--- config.mk ---
export PLATFORM = sky130hd
export DESIGN_NAME = ras_dp
export DESIGN_NICKNAME = d
export VERILOG_FILES = /design/src/rtl/core/ras_pkg.sv /design/src/rtl/core/ras_dp.sv
export VERILOG_INCLUDE_DIRS = /design/src /design/src/rtl/core
export SDC_FILE = /design/constraint.sdc
export NUM_CORES = 2
export LEC_CHECK = 0
export ABC_AREA = 1
export BUFFER_PORTS_ARGS = -buffer_cell sky130_fd_sc_hd__buf_4
export CELL_PAD_IN_SITES_DETAIL_PLACEMENT = 1
export CELL_PAD_IN_SITES_GLOBAL_PLACEMENT = 1
export CORE_UTILIZATION = 42
export CTS_BUF_LIST = sky130_fd_sc_hd__clkbuf_16
export CTS_CLUSTER_DIAMETER = 30
export CTS_CLUSTER_SIZE = 24
export DETAILED_ROUTE_END_ITERATION = 10
export GPL_TIMING_DRIVEN = 0
export PLACE_DENSITY = 0.68
export SLEW_MARGIN = 0
export SYNTH_ARGS = -nofsm -noshare
export SYNTH_HDL_FRONTEND = slang
export SYNTH_SLANG_ARGS = --single-unit
export TNS_END_PERCENT = 30
--- constraint.sdc ---
create_clock -name clock -period 11.6 [get_ports clock]
set_input_delay 1.16 -clock clock [delete_from_list [all_inputs] [get_ports clock]]
set_output_delay 1.16 -clock clock [all_outputs]
set_load 0.005 [all_outputs]
--- src/rtl/core/assert_macros.svh ---
// Assertion macros used by the register allocator RTL.
// No dependencies; included by the files that carry assertions.
`ifndef ASSERT_MACROS_SVH
`define ASSERT_MACROS_SVH

`ifndef NO_ASSERTIONS

`define RAS_ASSERT(lbl, clk, rst, prop, msg) \
   lbl: assert property (@(posedge clk) disable iff (rst) (prop)) else $error(msg);

`define RAS_ASSERT_IMPL(lbl, clk, rst, ante, cons, msg) \
   lbl: assert property (@(posedge clk) disable iff (rst) (ante) |-> (cons)) else $error(msg);

`define RAS_ASSERT_NEXT(lbl, clk, rst, ante, cons, msg) \
   lbl: assert property (@(posedge clk) disable iff (rst) (ante) |=> (cons)) else $error(msg);

`else

`define RAS_ASSERT(lbl, clk, rst, prop, msg)
`define RAS_ASSERT_IMPL(lbl, clk, rst, ante, cons, msg)
`define RAS_ASSERT_NEXT(lbl, clk, rst, ante, cons, msg)

`endif

`endif

--- src/rtl/core/ras_pkg.sv ---
// Shared constants, types and helpers of the register allocator.
// No dependencies; imported by every module and interface of the block.
package ras_pkg;

   localparam int NUM_ALLOC_REGS = 9;
   localparam int SPILL_DEPTH    = 512;
   localparam int AGE_BITS       = 16;

   localparam int GRANT_W = 4;
   localparam int IDX_W   = $clog2(NUM_ALLOC_REGS);
   localparam int SP_AW   = $clog2(SPILL_DEPTH);
   localparam int DEPTH_W = $clog2(SPILL_DEPTH + 1);

   localparam logic CMD_ALLOC = 1'b0;
   localparam logic CMD_FREE  = 1'b1;

   typedef enum logic [1:0] {
      ERR_OK       = 2'd0,
      ERR_OVERFLOW = 2'd1,
      ERR_POP      = 2'd2
   } ras_err_type;

   typedef struct packed {
      logic [GRANT_W-1:0] granted_reg;
      logic               push_needed;
      logic               pop_needed;
      logic [1:0]         error_code;
   } ras_rsp_type;

   // Commands from the controller to the datapath.
   typedef struct packed {
      logic load_req;
      logic exec;
      logic scan;
      logic victim;
      logic pop_chk;
      logic load_rsp;
   } ras_cmd_type;

   // Status from the datapath to the controller.
   typedef struct packed {
      logic is_alloc;
      logic found;
      logic in_range;
      logic pop_go;
      logic scan_last;
   } ras_status_type;

   function automatic logic [AGE_BITS-1:0] age_inc(input logic [AGE_BITS-1:0] age);
      logic [AGE_BITS-1:0] result;
      result = (age == {AGE_BITS{1'b1}}) ? age : age + 1'b1;
      return result;
   endfunction

endpackage

--- src/rtl/core/ras_dp.sv ---
// Datapath of the register allocator: flags, ages, spill stack and results.
// Depends on ras_pkg and assert_macros.svh; commanded by ras_ctrl.
`include "assert_macros.svh"

module ras_dp import ras_pkg::*; (
   input  logic               clock,
   input  logic               reset,
   input  ras_cmd_type        cmd,
   output ras_status_type     status,
   input  logic               req_cmd,
   input  logic [GRANT_W-1:0] req_free_reg,
   output ras_rsp_type        rsp_data
);

   logic [NUM_ALLOC_REGS-1:0] busy_ff, busy_in;
   logic [NUM_ALLOC_REGS-1:0] spilled_ff, spilled_in;
   logic [AGE_BITS-1:0]       age_ff [NUM_ALLOC_REGS];
   logic [AGE_BITS-1:0]       age_in [NUM_ALLOC_REGS];
   logic [DEPTH_W-1:0]        depth_ff, depth_in;

   logic                      cmd_ff;
   logic [GRANT_W-1:0]        free_ff;
   logic [IDX_W-1:0]          scan_idx_ff, scan_idx_in;
   logic [IDX_W-1:0]          best_idx_ff, best_idx_in;
   logic [AGE_BITS-1:0]       best_age_ff, best_age_in;
   ras_rsp_type               res_ff, res_in;
   ras_rsp_type               rsp_ff;

   logic [GRANT_W-1:0]        stack_mem [SPILL_DEPTH];
   logic [GRANT_W-1:0]        rd_data_ff;

   logic [NUM_ALLOC_REGS-1:0] free_vec, lowest_oh, below_mask;
   logic [IDX_W-1:0]          found_idx;
   logic [IDX_W-1:0]          free_idx;
   logic                      found, in_range, pop_go, room;
   logic [AGE_BITS-1:0]       scan_age;

   // The lowest free register as a one-hot; the mask below it covers the
   // registers that age on this allocate, and wraps to all ones when none is free.
   assign free_vec   = ~busy_ff;
   assign lowest_oh  = free_vec & (~free_vec + 1'b1);
   assign below_mask = lowest_oh - 1'b1;
   assign found      = |free_vec;

   always_comb begin
      found_idx = '0;
      for (int i = 0; i < NUM_ALLOC_REGS; i++) begin
         if (lowest_oh[i]) found_idx = IDX_W'(i);
      end
   end

   assign in_range = int'(free_ff) < NUM_ALLOC_REGS;
   assign free_idx = IDX_W'(free_ff);
   assign pop_go   = spilled_ff[free_idx] && (depth_ff != '0);
   assign room     = depth_ff < DEPTH_W'(SPILL_DEPTH);
   assign scan_age = age_ff[scan_idx_ff];

   always_comb begin
      status           = '0;
      status.is_alloc  = (cmd_ff == CMD_ALLOC);
      status.found     = found;
      status.in_range  = in_range;
      status.pop_go    = pop_go;
      status.scan_last = (scan_idx_ff == IDX_W'(NUM_ALLOC_REGS - 1));
   end

   always_comb begin
      busy_in     = busy_ff;
      spilled_in  = spilled_ff;
      age_in      = age_ff;
      depth_in    = depth_ff;
      scan_idx_in = scan_idx_ff;
      best_idx_in = best_idx_ff;
      best_age_in = best_age_ff;
      res_in      = res_ff;

      if (cmd.exec) begin
         res_in = '0;
         if (cmd_ff == CMD_ALLOC) begin
            for (int i = 0; i < NUM_ALLOC_REGS; i++) begin
               if (below_mask[i]) age_in[i] = age_inc(age_ff[i]);
            end
            if (found) begin
               busy_in[found_idx] = 1'b1;
               age_in[found_idx]  = '0;
               res_in.granted_reg = GRANT_W'(found_idx);
            end else begin
               // Every age has just gone up, so the first candidate's age is too.
               scan_idx_in = IDX_W'(1);
               best_idx_in = '0;
               best_age_in = age_inc(age_ff[0]);
            end
         end else if (in_range) begin
            busy_in[free_idx]    = 1'b0;
            spilled_in[free_idx] = 1'b0;
            age_in[free_idx]     = '0;
            if (pop_go) begin
               depth_in = depth_ff - 1'b1;
            end else if (spilled_ff[free_idx]) begin
               res_in.error_code = ERR_POP;
            end
         end
      end

      if (cmd.scan) begin
         if (scan_age > best_age_ff) begin
            best_idx_in = scan_idx_ff;
            best_age_in = scan_age;
         end
         scan_idx_in = scan_idx_ff + 1'b1;
      end

      if (cmd.victim) begin
         spilled_in[best_idx_ff] = 1'b1;
         age_in[best_idx_ff]     = age_inc(best_age_ff);
         res_in                  = '0;
         res_in.granted_reg      = GRANT_W'(best_idx_ff);
         res_in.push_needed      = 1'b1;
         if (room) begin
            depth_in = depth_ff + 1'b1;
         end else begin
            res_in.error_code = ERR_OVERFLOW;
         end
      end

      if (cmd.pop_chk) begin
         res_in            = '0;
         res_in.pop_needed = 1'b1;
         if (rd_data_ff != free_ff) res_in.error_code = ERR_POP;
      end
   end

   always_ff @(posedge clock) begin
      if (reset) begin
         busy_ff    <= '0;
         spilled_ff <= '0;
         depth_ff   <= '0;
         for (int i = 0; i < NUM_ALLOC_REGS; i++) begin
            age_ff[i] <= '0;
         end
      end else begin
         busy_ff    <= busy_in;
         spilled_ff <= spilled_in;
         depth_ff   <= depth_in;
         age_ff     <= age_in;
      end
   end

   always_ff @(posedge clock) begin
      if (cmd.load_req) begin
         cmd_ff  <= req_cmd;
         free_ff <= req_free_reg;
      end
      scan_idx_ff <= scan_idx_in;
      best_idx_ff <= best_idx_in;
      best_age_ff <= best_age_in;
      res_ff      <= res_in;
      if (cmd.load_rsp) rsp_ff <= res_ff;
   end

   // Spill stack: pushed at the current depth, read one below it at every execute step.
   always_ff @(posedge clock) begin
      if (cmd.victim && room) stack_mem[SP_AW'(depth_ff)] <= GRANT_W'(best_idx_ff);
      if (cmd.exec) rd_data_ff <= stack_mem[SP_AW'(depth_ff - 1'b1)];
   end

   assign rsp_data = rsp_ff;

   `RAS_ASSERT(a_depth_bound, clock, reset, depth_ff <= DEPTH_W'(SPILL_DEPTH), "spill depth out of range")
   `RAS_ASSERT(a_spilled_busy, clock, reset, (spilled_ff & ~busy_ff) == '0, "spilled register not busy")
   `RAS_ASSERT_NEXT(a_push_grows, clock, reset, cmd.victim && room, depth_ff == $past(depth_ff) + 1'b1, "push did not grow the stack")
   `RAS_ASSERT_NEXT(a_pop_shrinks, clock, reset, cmd.exec && !status.is_alloc && in_range && pop_go, depth_ff == $past(depth_ff) - 1'b1, "pop did not shrink the stack")

endmodule

==> impl_metrics.env <==
export IMPL_outcome="complete, but fails checks"
export IMPL_violations="max-capacitance violations, max-slew violations"
export IMPL_r2r_end="rd_data_ff[0]$_DFFE_PP_"
export IMPL_achievable_frequency_mhz=147
export IMPL_end_kind="flop"
export IMPL_post_cts_buffers=0
export IMPL_layout_commonest_cell="nand2_1"
export IMPL_clk_pin_slew_ns=0.05
export IMPL_drt_met1_wl_um=192000
export IMPL_gp_congestion=0.997
export IMPL_via_per_inst=6.35
export IMPL_cts_buffer_depth=4
export IMPL_synth_area_leader_cell="edfxtp_1"
export IMPL_drt_iter0_drc=13835
export IMPL_dp_cells=13464
export IMPL_final_area_mm2=0.124
export IMPL_syn_nets=10242
export IMPL_finalCritPeriodShare_pct=58.6
export IMPL_ctsHoldBuffers=0
export IMPL_grt_max_degree=90
export IMPL_overflow=0
export IMPL_hold_slack_ns=0.338
export IMPL_layout_cells_non_filler=14387
export IMPL_ys_warn_count=0
export IMPL_crit_arrival_ns=7.48
export IMPL_drive_gt1_share_pct=11.3
export IMPL_maxCapViolations=14
export IMPL_reg2reg_depth=18
export IMPL_synthToLayoutAreaGrowth_pct=22.1
export IMPL_setup_viol=0
export IMPL_startpoint_type="flop"
export IMPL_postRouteAntennaNets=0
export IMPL_chipHeight_um=494
export IMPL_critPathRequiredTime_ns=12.29
export IMPL_synth_area_leaders="edfxtp_1 61%, nand3_1 11%, nand2_1 9.9%"
export IMPL_nets=10826
export IMPL_cts_root_buffer_cell="clkbuf_16"
export IMPL_io_pins=26
export IMPL_dp_worst_setup_slack_ns=5.38
export IMPL_leakage_nw=45.0
export IMPL_worst_slew_pin_slew_ns=1.64
export IMPL_vias=91428
export IMPL_cpPeakStageDelay_ns=1.18
export IMPL_crit_top_cell="nand3_1"
export IMPL_portBuffers=23
export IMPL_hold_violations=0
export IMPL_cp_slowest_cell="clkbuf_1"
export IMPL_cts_tree="done"
export IMPL_path_delay_family="buffers and inverters"
export IMPL_irDropWorstVdd_uv=182
export IMPL_antenna_found_initial=50
export IMPL_cp_buffers_inverters=8
export IMPL_grt_pass1_vias=89807
export IMPL_dieArea_mm2=0.244
export IMPL_ys_types=53
export IMPL_hp_class="in2reg"
export IMPL_routed_top_layer="met5"
export IMPL_dieWidth_um=494
export IMPL_cp_max_fo=12
export IMPL_p_per_area_mw_per_mm2=244
export IMPL_final_util_pct=51.6
export IMPL_finalSetupTns_ns=0
export IMPL_grt_pass1_wl_um=692000
export IMPL_criticalPathCategory="reg2reg"
export IMPL_row_count=180
export IMPL_reg2reg_setup_slack_ns=4.81
export IMPL_netlist_area_leader_share_pct=61.2
export IMPL_synth_seq_cells=2269
export IMPL_drt_pass1_iterations=8
export IMPL_drc=0
export IMPL_worst_slack_ns=4.81
export IMPL_worstHoldStart="req_free_reg[1]"
export IMPL_hold_depth=1
export IMPL_core_mm2=0.241
export IMPL_htree_levels=5
export IMPL_start_util_pct=42.3
export IMPL_dpl_cell_area_mm2=0.107
export IMPL_synth_edff_count=2071
export IMPL_power_mw=30.3
export IMPL_hpwl_um=350000
export IMPL_wirelength_um=506000
export IMPL_syn_inst=10196
export IMPL_ctsResizeCount=0
export IMPL_syn_area_per_cell_um2=9.97
export IMPL_wl_met2_um=213000
export IMPL_fin_skew_ns=0.121
export IMPL_async_flop_share_pct=0
export IMPL_synth_area_mm2=0.102
export IMPL_final_max_slew_viol_count=150
export IMPL_hold_end="free_ff[1]$_DFFE_PP_"
export IMPL_wl_per_cell_um=35.1
export IMPL_cp_cell_sequence="inv_2, buf_2, buf_2, buf_2, ha_1, buf_2, inv_2, buf_2, clkbuf_1, nand3_1, nand3_1, nand3_1, nand3_1, nand3_1, nand3_1, nand3_1, nand3_1, nand2_1"
export IMPL_layout_common_cells="2,671 x nand2_1, 2,308 x nand3_1, 2,071 x edfxtp_1"
export IMPL_clock_sinks=2269
export IMPL_clock_latency_ns=1.07
export IMPL_routed_wl_met3_um=65500
export IMPL_min_period_ns=6.79
export IMPL_ys_seq_area_share_pct=65.1
export IMPL_track_usage_pct=40.7
export IMPL_rsz0062_at_grt="false"
export IMPL_numCtsBuffers=497
export IMPL_max_slew_margin_rel_pct=-9.31
export IMPL_worstReg2RegStart="depth_ff[0]$_SDFF_PP0_"
export IMPL_synth_main_ff_cell="edfxtp_1"
-- how the worst max path moves through the flow --
stage                           start                       to  slack, ns  cells past startpoint
2_1_floorplan  best_idx_ff[0]$_DFF_P_   age_ff[125]$_SDFF_PP0_       2.92                      9
3_3_place_gp   best_idx_ff[3]$_DFF_P_     age_ff[5]$_SDFF_PP0_      -8.70                      6
3_5_place_dp   depth_ff[0]$_SDFF_PP0_  rd_data_ff[0]$_DFFE_PP_       5.38                     18
4_1_cts        depth_ff[0]$_SDFF_PP0_  rd_data_ff[0]$_DFFE_PP_       5.34                     18
5_1_grt        depth_ff[0]$_SDFF_PP0_  rd_data_ff[0]$_DFFE_PP_       5.10                     18
6_report       depth_ff[0]$_SDFF_PP0_  rd_data_ff[0]$_DFFE_PP_       4.81                     18
-- layer usage --
| layer | vias to the layer above | global-route usage, % |
|---|---|---|
| met5 | - | 0.705 |
| met4 | 39 | 24.6 |
| met3 | 1586 | 12.1 |
| met2 | 6835 | 59.0 |
| met1 | 45950 | 53.7 |
| li1 | 37018 | - |
-- synthesized netlist by cell type, types with 5 or more instances --
| cell type | number |
|---|---|
| buf_2 | 244 |
| inv_2 | 19 |
| clkinv_1 | 7 |
| nor4_1 | 8 |
| edfxtp_1 | 2071 |
| o21bai_1 | 5 |
| nand2_1 | 2671 |
| xnor2_1 | 5 |
| nand3_1 | 2308 |
| nor3_2 | 5 |
| buf_1 | 44 |
| o211ai_1 | 17 |
| nand3b_1 | 7 |
| nand4_1 | 55 |
| xor2_1 | 48 |
| o21ai_0 | 467 |
| a31oi_1 | 28 |
| a21oi_1 | 328 |
| nand2_2 | 6 |
| o22ai_1 | 15 |
| clkbuf_1 | 369 |
| inv_1 | 339 |
| o21ai_1 | 32 |
| buf_6 | 5 |
| buf_4 | 9 |
| nor2_2 | 5 |
| nor2_1 | 733 |
| dfxtp_1 | 198 |
| ha_1 | 33 |
| nor3_1 | 64 |
| nor2_4 | 5 |
-- cells by family after synthesis --
group / count (synthesis) / synth area share (%)
adders and majority gates: 33 / 0.406
buffers and inverters: 1040 / 4.22
xor gates and xnor gates: 57 / 0.521
and+or+nand+nor: 5887 / 25.1
DFF: 2269 / 65.1
AOI/OAI and AO/OA: 910 / 4.65
-- power breakdown --
part / total (mW) / internal [mW] / switching [mW]
logic: 5.81 / 1.18 / 4.63
registers: 10.3 / 10.0 / 0.310
clock network: 14.2 / 9.47 / 4.77
-- sequential cells by signal, summed over array words and instances, names as in the netlist --
register	cells
res_ff	8
scan_idx_ff	4
spilled_ff	9
stack_mem	2048
rsp_data	8
rd_data_ff	4
age_ff	144
best_idx_ff	4
busy_ff	9
cmd_ff	1
best_age_ff	16
depth_ff	10
free_ff	4
-- layout make-up --
class | count | area (um^2)
inverters | 367 | 1380
clock buffers | 501 | 12500
multi-input cells | 6887 | 31300
clock inverters | 400 | 4200
well taps | 3185 | 3990
fillers | 26088 | 116000
repair buffers | 85 | 1580
flip-flops and latches | 2269 | 66200
diodes | 20 | 50.0
plain buffers | 673 | 2980
Note: power is estimated with default switching activity, not from simulation.
