===== src/rtl/core/assert_macros.svh =====
// Assertion macros used by the register allocator RTL.
// No dependencies; included by the files that carry assertions.
`ifndef ASSERT_MACROS_SVH
`define ASSERT_MACROS_SVH

`ifndef NO_ASSERTIONS

`define RAS_ASSERT(lbl, clk, rst, prop, msg) \
   lbl: assert property (@(posedge clk) disable iff (rst) (prop)) else $error(msg);

`define RAS_ASSERT_IMPL(lbl, clk, rst, ante, cons, msg) \
   lbl: assert property (@(posedge clk) disable iff (rst) (ante) |-> (cons)) else $error(msg);

`define RAS_ASSERT_NEXT(lbl, clk, rst, ante, cons, msg) \
   lbl: assert property (@(posedge clk) disable iff (rst) (ante) |=> (cons)) else $error(msg);

`else

`define RAS_ASSERT(lbl, clk, rst, prop, msg)
`define RAS_ASSERT_IMPL(lbl, clk, rst, ante, cons, msg)
`define RAS_ASSERT_NEXT(lbl, clk, rst, ante, cons, msg)

`endif

`endif


===== src/rtl/core/ras_pkg.sv =====
// Shared constants, types and helpers of the register allocator.
// No dependencies; imported by every module and interface of the block.
package ras_pkg;

   localparam int NUM_ALLOC_REGS = 9;
   localparam int SPILL_DEPTH    = 512;
   localparam int AGE_BITS       = 16;

   localparam int GRANT_W = 4;
   localparam int IDX_W   = $clog2(NUM_ALLOC_REGS);
   localparam int SP_AW   = $clog2(SPILL_DEPTH);
   localparam int DEPTH_W = $clog2(SPILL_DEPTH + 1);

   localparam logic CMD_ALLOC = 1'b0;
   localparam logic CMD_FREE  = 1'b1;

   typedef enum logic [1:0] {
      ERR_OK       = 2'd0,
      ERR_OVERFLOW = 2'd1,
      ERR_POP      = 2'd2
   } ras_err_type;

   typedef struct packed {
      logic [GRANT_W-1:0] granted_reg;
      logic               push_needed;
      logic               pop_needed;
      logic [1:0]         error_code;
   } ras_rsp_type;

   // Commands from the controller to the datapath.
   typedef struct packed {
      logic load_req;
      logic exec;
      logic scan;
      logic victim;
      logic pop_chk;
      logic load_rsp;
   } ras_cmd_type;

   // Status from the datapath to the controller.
   typedef struct packed {
      logic is_alloc;
      logic found;
      logic in_range;
      logic pop_go;
      logic scan_last;
   } ras_status_type;

   function automatic logic [AGE_BITS-1:0] age_inc(input logic [AGE_BITS-1:0] age);
      logic [AGE_BITS-1:0] result;
      result = (age == {AGE_BITS{1'b1}}) ? age : age + 1'b1;
      return result;
   endfunction

endpackage


===== src/rtl/core/ras_ctrl.sv =====
// Controller state machine of the register allocator.
// Depends on ras_pkg; drives the datapath ras_dp through command signals.
module ras_ctrl import ras_pkg::*; (
   input  logic           clock,
   input  logic           reset,
   input  logic           req_valid,
   output logic           req_ready,
   output logic           rsp_valid,
   input  logic           rsp_ready,
   input  ras_status_type status,
   output ras_cmd_type    cmd
);

   typedef enum logic [2:0] {
      ST_IDLE,
      ST_EXEC,
      ST_SCAN,
      ST_VICTIM,
      ST_POP,
      ST_RESP
   } state_type;

   state_type state_ff, state_in;
   logic      rsp_valid_ff, rsp_valid_in;
   logic      out_free;

   assign out_free  = !rsp_valid_ff || rsp_ready;
   assign req_ready = (state_ff == ST_IDLE);
   assign rsp_valid = rsp_valid_ff;

   always_comb begin
      cmd          = '0;
      cmd.load_req = (state_ff == ST_IDLE) && req_valid;
      cmd.exec     = (state_ff == ST_EXEC);
      cmd.scan     = (state_ff == ST_SCAN);
      cmd.victim   = (state_ff == ST_VICTIM);
      cmd.pop_chk  = (state_ff == ST_POP);
      cmd.load_rsp = (state_ff == ST_RESP) && out_free;
   end

   always_comb begin
      state_in = state_ff;
      case (state_ff)
         ST_IDLE: begin
            if (req_valid) state_in = ST_EXEC;
         end
         ST_EXEC: begin
            if (status.is_alloc && !status.found) begin
               state_in = ST_SCAN;
            end else if (!status.is_alloc && status.in_range && status.pop_go) begin
               state_in = ST_POP;
            end else begin
               state_in = ST_RESP;
            end
         end
         ST_SCAN: begin
            if (status.scan_last) state_in = ST_VICTIM;
         end
         ST_VICTIM: state_in = ST_RESP;
         ST_POP:    state_in = ST_RESP;
         ST_RESP: begin
            if (out_free) state_in = ST_IDLE;
         end
         default:   state_in = ST_IDLE;
      endcase
   end

   always_comb begin
      if (cmd.load_rsp) begin
         rsp_valid_in = 1'b1;
      end else if (rsp_ready) begin
         rsp_valid_in = 1'b0;
      end else begin
         rsp_valid_in = rsp_valid_ff;
      end
   end

   always_ff @(posedge clock) begin
      if (reset) begin
         state_ff     <= ST_IDLE;
         rsp_valid_ff <= 1'b0;
      end else begin
         state_ff     <= state_in;
         rsp_valid_ff <= rsp_valid_in;
      end
   end

endmodule


===== config.mk =====
export PLATFORM = sky130hd
export DESIGN_NAME = ras_ctrl
export DESIGN_NICKNAME = d
export VERILOG_FILES = /design/src/rtl/core/assert_macros.svh /design/src/rtl/core/ras_pkg.sv /design/src/rtl/core/ras_ctrl.sv
export SDC_FILE = /design/constraint.sdc
export NUM_CORES = 1
export LEC_CHECK = 0
export ABC_CLOCK_PERIOD_IN_PS = 1200
export BUFFER_PORTS_ARGS = -buffer_cell sky130_fd_sc_hd__buf_2
export CAP_MARGIN = 20
export CORE_AREA = 2 2 39 41
export DETAILED_ROUTE_END_ITERATION = 16
export DIE_AREA = 0 0 41 43
export PLACE_DENSITY = 0.46
export SYNTH_ARGS = -nofsm -noshare
export SYNTH_HDL_FRONTEND = slang
export SYNTH_SLANG_ARGS = --single-unit

===== constraint.sdc =====
create_clock -name clock -period 1.2 [get_ports clock]
set_clock_uncertainty 0.05 [all_clocks]
set_input_delay 0 -clock clock [delete_from_list [all_inputs] [get_ports clock]]
set_output_delay 0 -clock clock [all_outputs]
set_load 0.02 [all_outputs]

==> results.cfg, run 1 <==
[synth]
ys_types = 24
synth_fp_nets = 46
synth_area_sq_um = 313
synth_top_cell_area_share = 0.256
synth-edff-count = 0
syn_area_per_cell_sq_um = 8.45
yosysSeqAreaShare = 0.256
synth_common_cells = dfxtp_1 (4), a21oi_1 (3), and2_1 (3)
ys_warn_count = 0
synthCells = 37
synth-seq-cells = 4
yosys.cell_count.top_type = dfxtp_1
ys_async_sr_fraction = 0
synthTopCellsByArea = dfxtp_1 (26%), nor2b_4 (8.8%), and2_1 (6.0%)
synthFlopType = dfxtp_1
synth_area_leader_cell = dfxtp_1

[finish]
final_nets = 74
area_delta_synth_final_pct = 80.4
layout-drive-gt1-share = 0.667
num_antenna_cells = 0
final_area_sq_um = 564

[detailed_routing]
drt_iter0_drc = 8
vias = 356
wl_um = 867
ant_nets = 0
viasPerCell = 4.51
firstDrtPassIters = 4
drc_errors = 0
wl_per_cell_um = 11.0

[timing]
rsz0062_at_grt = true
finalMaxSlewViolations = 0
fin_crit_ns = 1.20
finalHoldViolCount = 0
setup_tns_ns = -0.00310
fmax_mhz = 831
setup_ws_ns = -0.00310
setup_viol = 1
relSlewSlack = 0.803
worst_slew_pin_slew_ns = 0.293
min_period_over_period = 1.00

[setup_path]
arrival_ns = 1.15
crit_path_cell_trace = buf_6, nor2b_4, and3_4, buf_6
required_ns = 1.15
crit_top_cell = buf_6
cp-end-kind = output port
startpoint_type = flip-flop
max_stage_delay_ns = 0.36
slowest_stage = dfxtp_4
path_max_fanout = 6
criticalPathCategory = flip-flop to output port

[global_routing]
grt_pass1_wl_mm = 1.48
grt_max_degree = 11
grt_pass1_vias = 343
grt.total_usage = 0.126
gr-total-overflow = 0
antenna_found_initial = 0

[outcome]
failed_checks = setup timing
status = finished, violations left

[floorplanning]
die_area_sq_um = 1760
ioPinCount = 17
core-area_sq_um = 1380
fp.dieW_um = 41
rows = 14
start_util = 0.226
die_y_um = 43

[placed_design]
gp_congestion = 0.655
portBuffers = 16
dp_hpwl_um = 522
placed_area_sq_um = 417

[hold_path]
hp-class = primary input to flip-flop

[power_and_ir_drop]
cellLeakagePower_nw = 0.259
power.density_nw_per_um2 = 1090
peakVddDrop_uv = 612

[clock_network]
cts_sinks = 4
clkLatencyLatePin_ns = 0.24
cts-root-buf = clkbuf_4
cts_max_level = 1
clk_path_buf_depth = 2
clkTransAtPathRegs_ns = 0.04
cts_tree = done
cts_buffers = 3

[run]
maxCapViolations = 0
==> report_power, final <==
group,leakage [nW],internal [mW],total [mW],switching [mW]
Combinational,0.211,0.154,0.283,0.129
Sequential,0.0345,0.147,0.160,0.0125
Clock,0.0138,0.112,0.171,0.0592
Total,0.259,0.413,0.614,0.201
==> layout by cell type (no fill, tap or decap), drive strengths merged <==
cell         instances
mux2i                1
o311ai               1
nand3b               1
nand2                1
nor3                 3
inv                  2
nand2b               1
a21o                 1
dlygate4sd3          2
and2                 3
and3                 1
nor2                 2
clkbuf               3
o31a                 1
nor2b                5
a311oi               1
o31ai                1
dfxtp                4
a21oi                4
buf                 25
==> worst max-delay path, delay by kind of cell (launching register included) <==
| family | cells | cell delay [ns] |
|---|---|---|
| and+or+nand+nor | 2 | 0.32 |
| buffers and inverters | 2 | 0.23 |
| DFF | 1 | 0.36 |
==> cell type report <==
class	count	area [sq um]
tap	16	20.0
fill	137	820
timing repair buffer	27	208
multi-input combinational	27	218
sequential	4	88.8
inverter	2	7.51
clock buffer	3	22.5
==> timing repair <==
item	CTS	global route
pin swaps	3	2
resized for setup	14	7
endpoints found under the setup margin	5	6
hold buffers	2	0
hold endpoints to repair	3	0
setup buffers	6	0
==> registers in the layout (all words and copies together) (netlist names) <==
signal,flops
rsp_valid,1
state_ff,3
==> path summary, 6_finish.rpt <==
check | startpoint | to | depth (start not counted) | slack (ns)
worst min register to register | rsp_valid$_SDFFE_PP0P_ | rsp_valid$_SDFFE_PP0P_ | 2 | 0.49
worst max register to register | state_ff[0]$_SDFFE_PP0P_ | state_ff[0]$_SDFFE_PP0P_ | 6 | 0.09
worst min-delay path | rsp_ready | rsp_valid$_SDFFE_PP0P_ | 3 | 0.05
worst max-delay path | state_ff[1]$_SDFFE_PP0P_ | cmd[0] | 4 | -0.003
==> metal layers <==
metal | vias up | part of all wire | track usage
met5 | - | 0 | 0
met1 | 152 | 0.42 | 0.134
met4 | 0 | 0 | 0.0600
met3 | 0 | 0.096 | 0.0681
li1 | 182 | - | -
met2 | 22 | 0.48 | 0.194
==> cells by family (layout without fill, tap and decap cells) <==
family	count (synthesis)	in the layout	synth area share
flops	4	4	0.256
buf+inv	6	32	0.124
mux	1	1	0.0320
compound gates	9	9	0.208
simple gates	17	17	0.380
==> metrics by stage <==
stage / std cells / power [mW] / util / hold slack, ns / worst slack (ns)
2_1_floorplan: 37 / 0.294 / - / 0.0191 / 0.0365
3_3_place_gp: 68 / 0.363 / 0.301 / 0.208 / 0.150
3_5_place_dp: 68 / 0.362 / 0.301 / 0.205 / 0.122
4_1_cts: 79 / 0.608 / 0.396 / 0.0513 / -0.00782
5_1_grt: 79 / 0.658 / 0.408 / 0.0648 / -0.0463
6_report: 79 / 0.614 / 0.408 / 0.0539 / -0.00310
(Power assumes the default switching activity.)
==> inputs of run 2 (changes only) <==
--- a/config.mk
+++ b/config.mk
@@ -13,3 +13,3 @@
 export DIE_AREA = 0 0 41 43
-export PLACE_DENSITY = 0.46
+export PLACE_DENSITY_LB_ADDON = 0.1
 export SYNTH_ARGS = -nofsm -noshare
==> constraint.sdc (replaced) <==
create_clock -name clock -period 1.2 [get_ports clock]
set_clock_uncertainty 0.05 [all_clocks]
set_input_delay 0.24 -clock clock [delete_from_list [all_inputs] [get_ports clock]]
set_output_delay 0.24 -clock clock [all_outputs]
set_load 0.02 [all_outputs]
==> run 2 against run 1 <==
  * The run still ends with setup timing left
  * Sequential share of layout area down 2.3 points
  * Total power rose by 7.1%
  * First-iteration DRC count fell by 75%
  * Hold slack gained 0.16 ns
  * Critical path depth unchanged
  * Die area stayed put
  * Clock power is 2% lower
  * Count of clock-buffer cells in the layout unchanged
  * Worst setup slack got worse by 0.23 ns
  * Via count is 3.4% higher
==> results.cfg, run 2 (synthesized netlist as in run 1, its figures left out) <==
[detailed_routing]
viasPerCell = 4.60
firstDrtPassIters = 4
wl_um = 926
drt_iter0_drc = 2
ant_nets = 0
vias = 368
wl_per_cell_um = 11.6
drc_errors = 0

[setup_path]
r2r_cells = 4
cp.buffers_inverters = 2
required_ns = 0.91
r2r-start = state_ff[1]$_SDFFE_PP0P_
cp_num_cells = 4
path_max_fanout = 4
r2r_slack_ns = 0
crit_path_start = state_ff[1]$_SDFFE_PP0P_
cp-end-kind = output port
criticalPathCategory = flip-flop to output port
r2r_end = state_ff[2]$_SDFFE_PP0P_
crit_path_cell_trace = buf_12, nor3_4, and2_4, buf_6
startpoint_type = flip-flop
arrival_ns = 1.14
slowest_stage = dfxtp_2
critPathCapture = cmd[5]
crit_family = flip-flops
max_stage_delay_ns = 0.33

[floorplanning]
fp.dieW_um = 41
die_y_um = 43
start_util = 0.226
core-area_sq_um = 1380
rows = 14
ioPinCount = 17
die_area_sq_um = 1760

[global_routing]
top_usage_layer = met2
grt_pass1_vias = 368
grt_max_degree = 6
gr-total-overflow = 0
grt_pass1_wl_mm = 1.52
grt.total_usage = 0.132
antenna_found_initial = 0
gr-usage-met1 = 0.174
gr-usage-met2 = 0.181
grt_use_met3 = 0.0524

[clock_network]
cts_sinks = 4
clkTransAtPathRegs_ns = 0.04
cts_buffers = 3
cts-root-buf = clkbuf_4
cts_tree = done
cts_max_level = 1
clk_path_buf_depth = 2
clkLatencyLatePin_ns = 0.23

[finish]
final_cells = 80
multiInputGateArea_sq_um = 253
area_delta_synth_final_pct = 105
largest_register_ffs = 3
seq_area_sq_um = 86.3
final_common_cell = buf_2
num_antenna_cells = 0
nFillCells = 144
final_nets = 75
largest_register = state_ff
mostFrequentLayoutCells = buf_2 (10), buf_4 (8), buf_6 (7)
layout-drive-gt1-share = 0.781
fin_util = 0.463

[run]
maxCapViolations = 0

[outcome]
failed_checks = setup timing
status = finished, violations left

[timing]
min_period_over_period = 1.19
setup_ws_ns = -0.231
fin_crit_ns = 1.43
finalHoldViolCount = 0
setup_tns_ns = -1.24
fmax_mhz = 699
finalMaxSlewViolations = 0
worst_slew_pin_slew_ns = 0.268
rsz0062_at_grt = true
setup_viol = 8
relSlewSlack = 0.821

[placed_design]
dp_hpwl_um = 674
dp.cells = 71
portBuffers = 16
gp_congestion = 0.720

[hold_path]
hp-class = primary input to flip-flop
holdPathStages = 2

[power_and_ir_drop]
peakVddDrop_uv = 579
power_frac_seq = 0.250
cellLeakagePower_nw = 0.285
p_sw_frac = 0.326
combPwrFrac = 0.497
p_clk_frac = 0.254
power.internal_uw = 443
power.density_nw_per_um2 = 1030
switchingPower_uw = 215
[run 2: cell type report]
cell class / count / share of cell area
clock buffers: 3 / 0.0352
flip-flops and latches: 4 / 0.135
repair buffers: 28 / 0.389
well taps: 16 / 0.0313
multi-input cells: 27 / 0.395
inverters: 2 / 0.0156
[run 2: metal layers]
| layer | routed length, um | part of all wire |
|---|---|---|
| met5 | 0 | 0 |
| met4 | 0 | 0 |
| met3 | 65 | 0.070 |
| met2 | 476 | 0.51 |
| met1 | 383 | 0.41 |
[run 2: timing repair]
| item | 4_1_cts | 5_1_grt |
|---|---|---|
| pin swaps | 6 | 3 |
| gates resized for setup | 18 | 11 |
| endpoints found under the setup margin | 7 | 10 |
| setup buffers | 6 | 0 |
| hold buffers | 0 | 0 |
[run 2: worst min-delay path by stage]
stage | from | to
final | reset | state_ff[1]$_SDFFE_PP0P_
after global routing | reset | state_ff[1]$_SDFFE_PP0P_
after CTS | reset | rsp_valid$_SDFFE_PP0P_
after detailed placement | reset | rsp_valid$_SDFFE_PP0P_
after global placement | reset | rsp_valid$_SDFFE_PP0P_
after floorplan | reset | rsp_valid$_SDFFE_PP0P_
[run 2: stage by stage]
step	total power [mW]	hold slack (ns)	instance area (sq um)	worst slack, ns
CTS	0.639	0.194	592	-0.251
detailed placement	0.402	0.444	478	-0.0423
global placement	0.405	0.448	478	-0.0591
global route	0.706	0.217	641	-0.279
floorplan	0.313	0.259	330	-0.0321
finish	0.658	0.217	641	-0.231
[run 2: power groups by stage]
stage	Sequential [mW]	Clock (mW)	Combinational [mW]
6_report	0.164	0.167	0.327
5_1_grt	0.166	0.190	0.351
4_1_cts	0.163	0.178	0.298
3_5_place_dp	0.164	0	0.237
3_3_place_gp	0.164	0	0.241
2_1_floorplan	0.153	0	0.160
==> inputs of run 3 (changes only) <==
CTS_BUF_LIST = sky130_fd_sc_hd__clkbuf_8   (was unset)
GPL_TIMING_DRIVEN = 0   (was unset)
==> run 3 against run 2 <==
  * The run still ends with setup timing left
  * Combinational power fell by 9.8%
  * Utilization is 3.7 points lower
  * Sequential power about the same
  * Final cell count decreased by 1.3%
  * Die area is the same
  * Cell area down 8.0%
  * Register-to-register slack improved by 0.07 ns
  * Fmax grew 5.3%
  * Clock power increased by 70%
  * Highest routed layer unchanged
==> results.cfg, run 3 (synthesized netlist as in run 1, its figures left out) <==
[setup_path]
criticalPathCategory = flip-flop to output port
cp.buffers_inverters = 1
startpoint_type = flip-flop
crit_family = flip-flops
crit_path_cell_trace = nor2b_4, and3_4, buf_6
slowest_stage = dfxtp_4
max_stage_delay_ns = 0.38
path_max_fanout = 6
arrival_ns = 1.07
required_ns = 0.91
cp-end-kind = output port

[floorplanning]
fp.dieW_um = 41
die_area_sq_um = 1760
die_y_um = 43
rows = 14
ioPinCount = 17
core-area_sq_um = 1380
start_util = 0.226

[outcome]
failed_checks = setup timing
status = finished, violations left

[timing]
setup_ws_ns = -0.159
rsz0062_at_grt = true
relSlewSlack = 0.827
min_period_over_period = 1.13
fmax_mhz = 736
worst_slew_pin_slew_ns = 0.255
finalMaxSlewViolations = 0
finalHoldViolCount = 0
fin_crit_ns = 1.36
setup_viol = 7

[clock_network]
cts_tree = done
clkLatencyLatePin_ns = 0.22
clk_path_buf_depth = 2
cts_sinks = 4
holdBufCountCts = 0
cts-root-buf = clkbuf_8
cts_max_level = 1
cts_buffers = 3
clkTransAtPathRegs_ns = 0.03

[detailed_routing]
wl_per_cell_um = 11.4
vias = 363
drc_errors = 0
drt_iter0_drc = 6
ant_nets = 0
wl_um = 903
firstDrtPassIters = 2
viasPerCell = 4.59

[power_and_ir_drop]
cellLeakagePower_nw = 0.275
power.density_nw_per_um2 = 1260
finalPower_uw = 745
peakVddDrop_uv = 611

[finish]
largest_register_ffs = 3
layout-drive-gt1-share = 0.683
fin_util = 0.426
final_common_cell = buf_4
num_antenna_cells = 0
mostFrequentLayoutCells = buf_4 (10), buf_2 (9), buf_6 (8)
area_delta_synth_final_pct = 88.4
final_nets = 74
largest_register = state_ff

[global_routing]
gr-total-overflow = 0
grt_max_degree = 8
grt_pass1_wl_mm = 1.43
grt_pass1_vias = 340
antenna_found_initial = 0
grt.total_usage = 0.122

[hold_path]
hp-class = primary input to flip-flop

[placed_design]
dp_hpwl_um = 556
gp_congestion = 0.701
portBuffers = 16

[run]
maxCapViolations = 0
[run 3: metrics by stage]
step                      setup TNS (ns)  setup slack (ns)  area [sq um]  std cells  hold slack (ns)
after floorplan                  -0.0715           -0.0321           330         37            0.259
after global placement            -0.225            -0.129           430         69            0.447
after detailed placement          -0.195            -0.119           430         69            0.444
after CTS                          -1.17            -0.203           572         80            0.215
after global routing               -1.18            -0.212           589         79            0.231
final                             -0.829            -0.159           589         79            0.217
[run 3: metal layers]
layer,global-route usage,wire [um],vias to the layer above
met4,0.0400,0,0
met1,0.154,410,165
met2,0.172,412,18
met5,0,0,-
met3,0.0681,81,0
li1,-,-,180
[run 3: report_power, final]
| group | leakage (nW) | total, mW | internal [mW] | switching [mW] |
|---|---|---|---|---|
| registers | 0.0341 | 0.165 | 0.147 | 0.0188 |
| logic | 0.219 | 0.295 | 0.167 | 0.129 |
| clock network | 0.0216 | 0.284 | 0.214 | 0.0703 |
[run 3: layout make-up]
| cell class | instances | area (sq um) |
|---|---|---|
| Inverter | 2 | 7.51 |
| Tap cell | 16 | 20.0 |
| Timing Repair Buffer | 26 | 199 |
| Buffer | 1 | 11.3 |
| Fill cell | 150 | 795 |
| Clock buffer | 3 | 41.3 |
| Sequential cell | 4 | 87.6 |
| Multi-Input combinational cell | 27 | 223 |
[run 3: what timing repair did]
action	4_1_cts	5_1_grt
pin swaps	4	4
buffers inserted	9	1
setup endpoints to repair	7	8
gates resized for setup	15	10
[run 3: path summary, 6_finish.rpt]
check,endpoint,slack [ns],from,cells after the start
setup reg to reg,state_ff[0]$_SDFFE_PP0P_,0.07,state_ff[2]$_SDFFE_PP0P_,5
setup / recovery,cmd[0],-0.16,state_ff[0]$_SDFFE_PP0P_,3
hold reg to reg,rsp_valid$_SDFFE_PP0P_,0.51,rsp_valid$_SDFFE_PP0P_,2
hold / removal,state_ff[1]$_SDFFE_PP0P_,0.22,reset,2
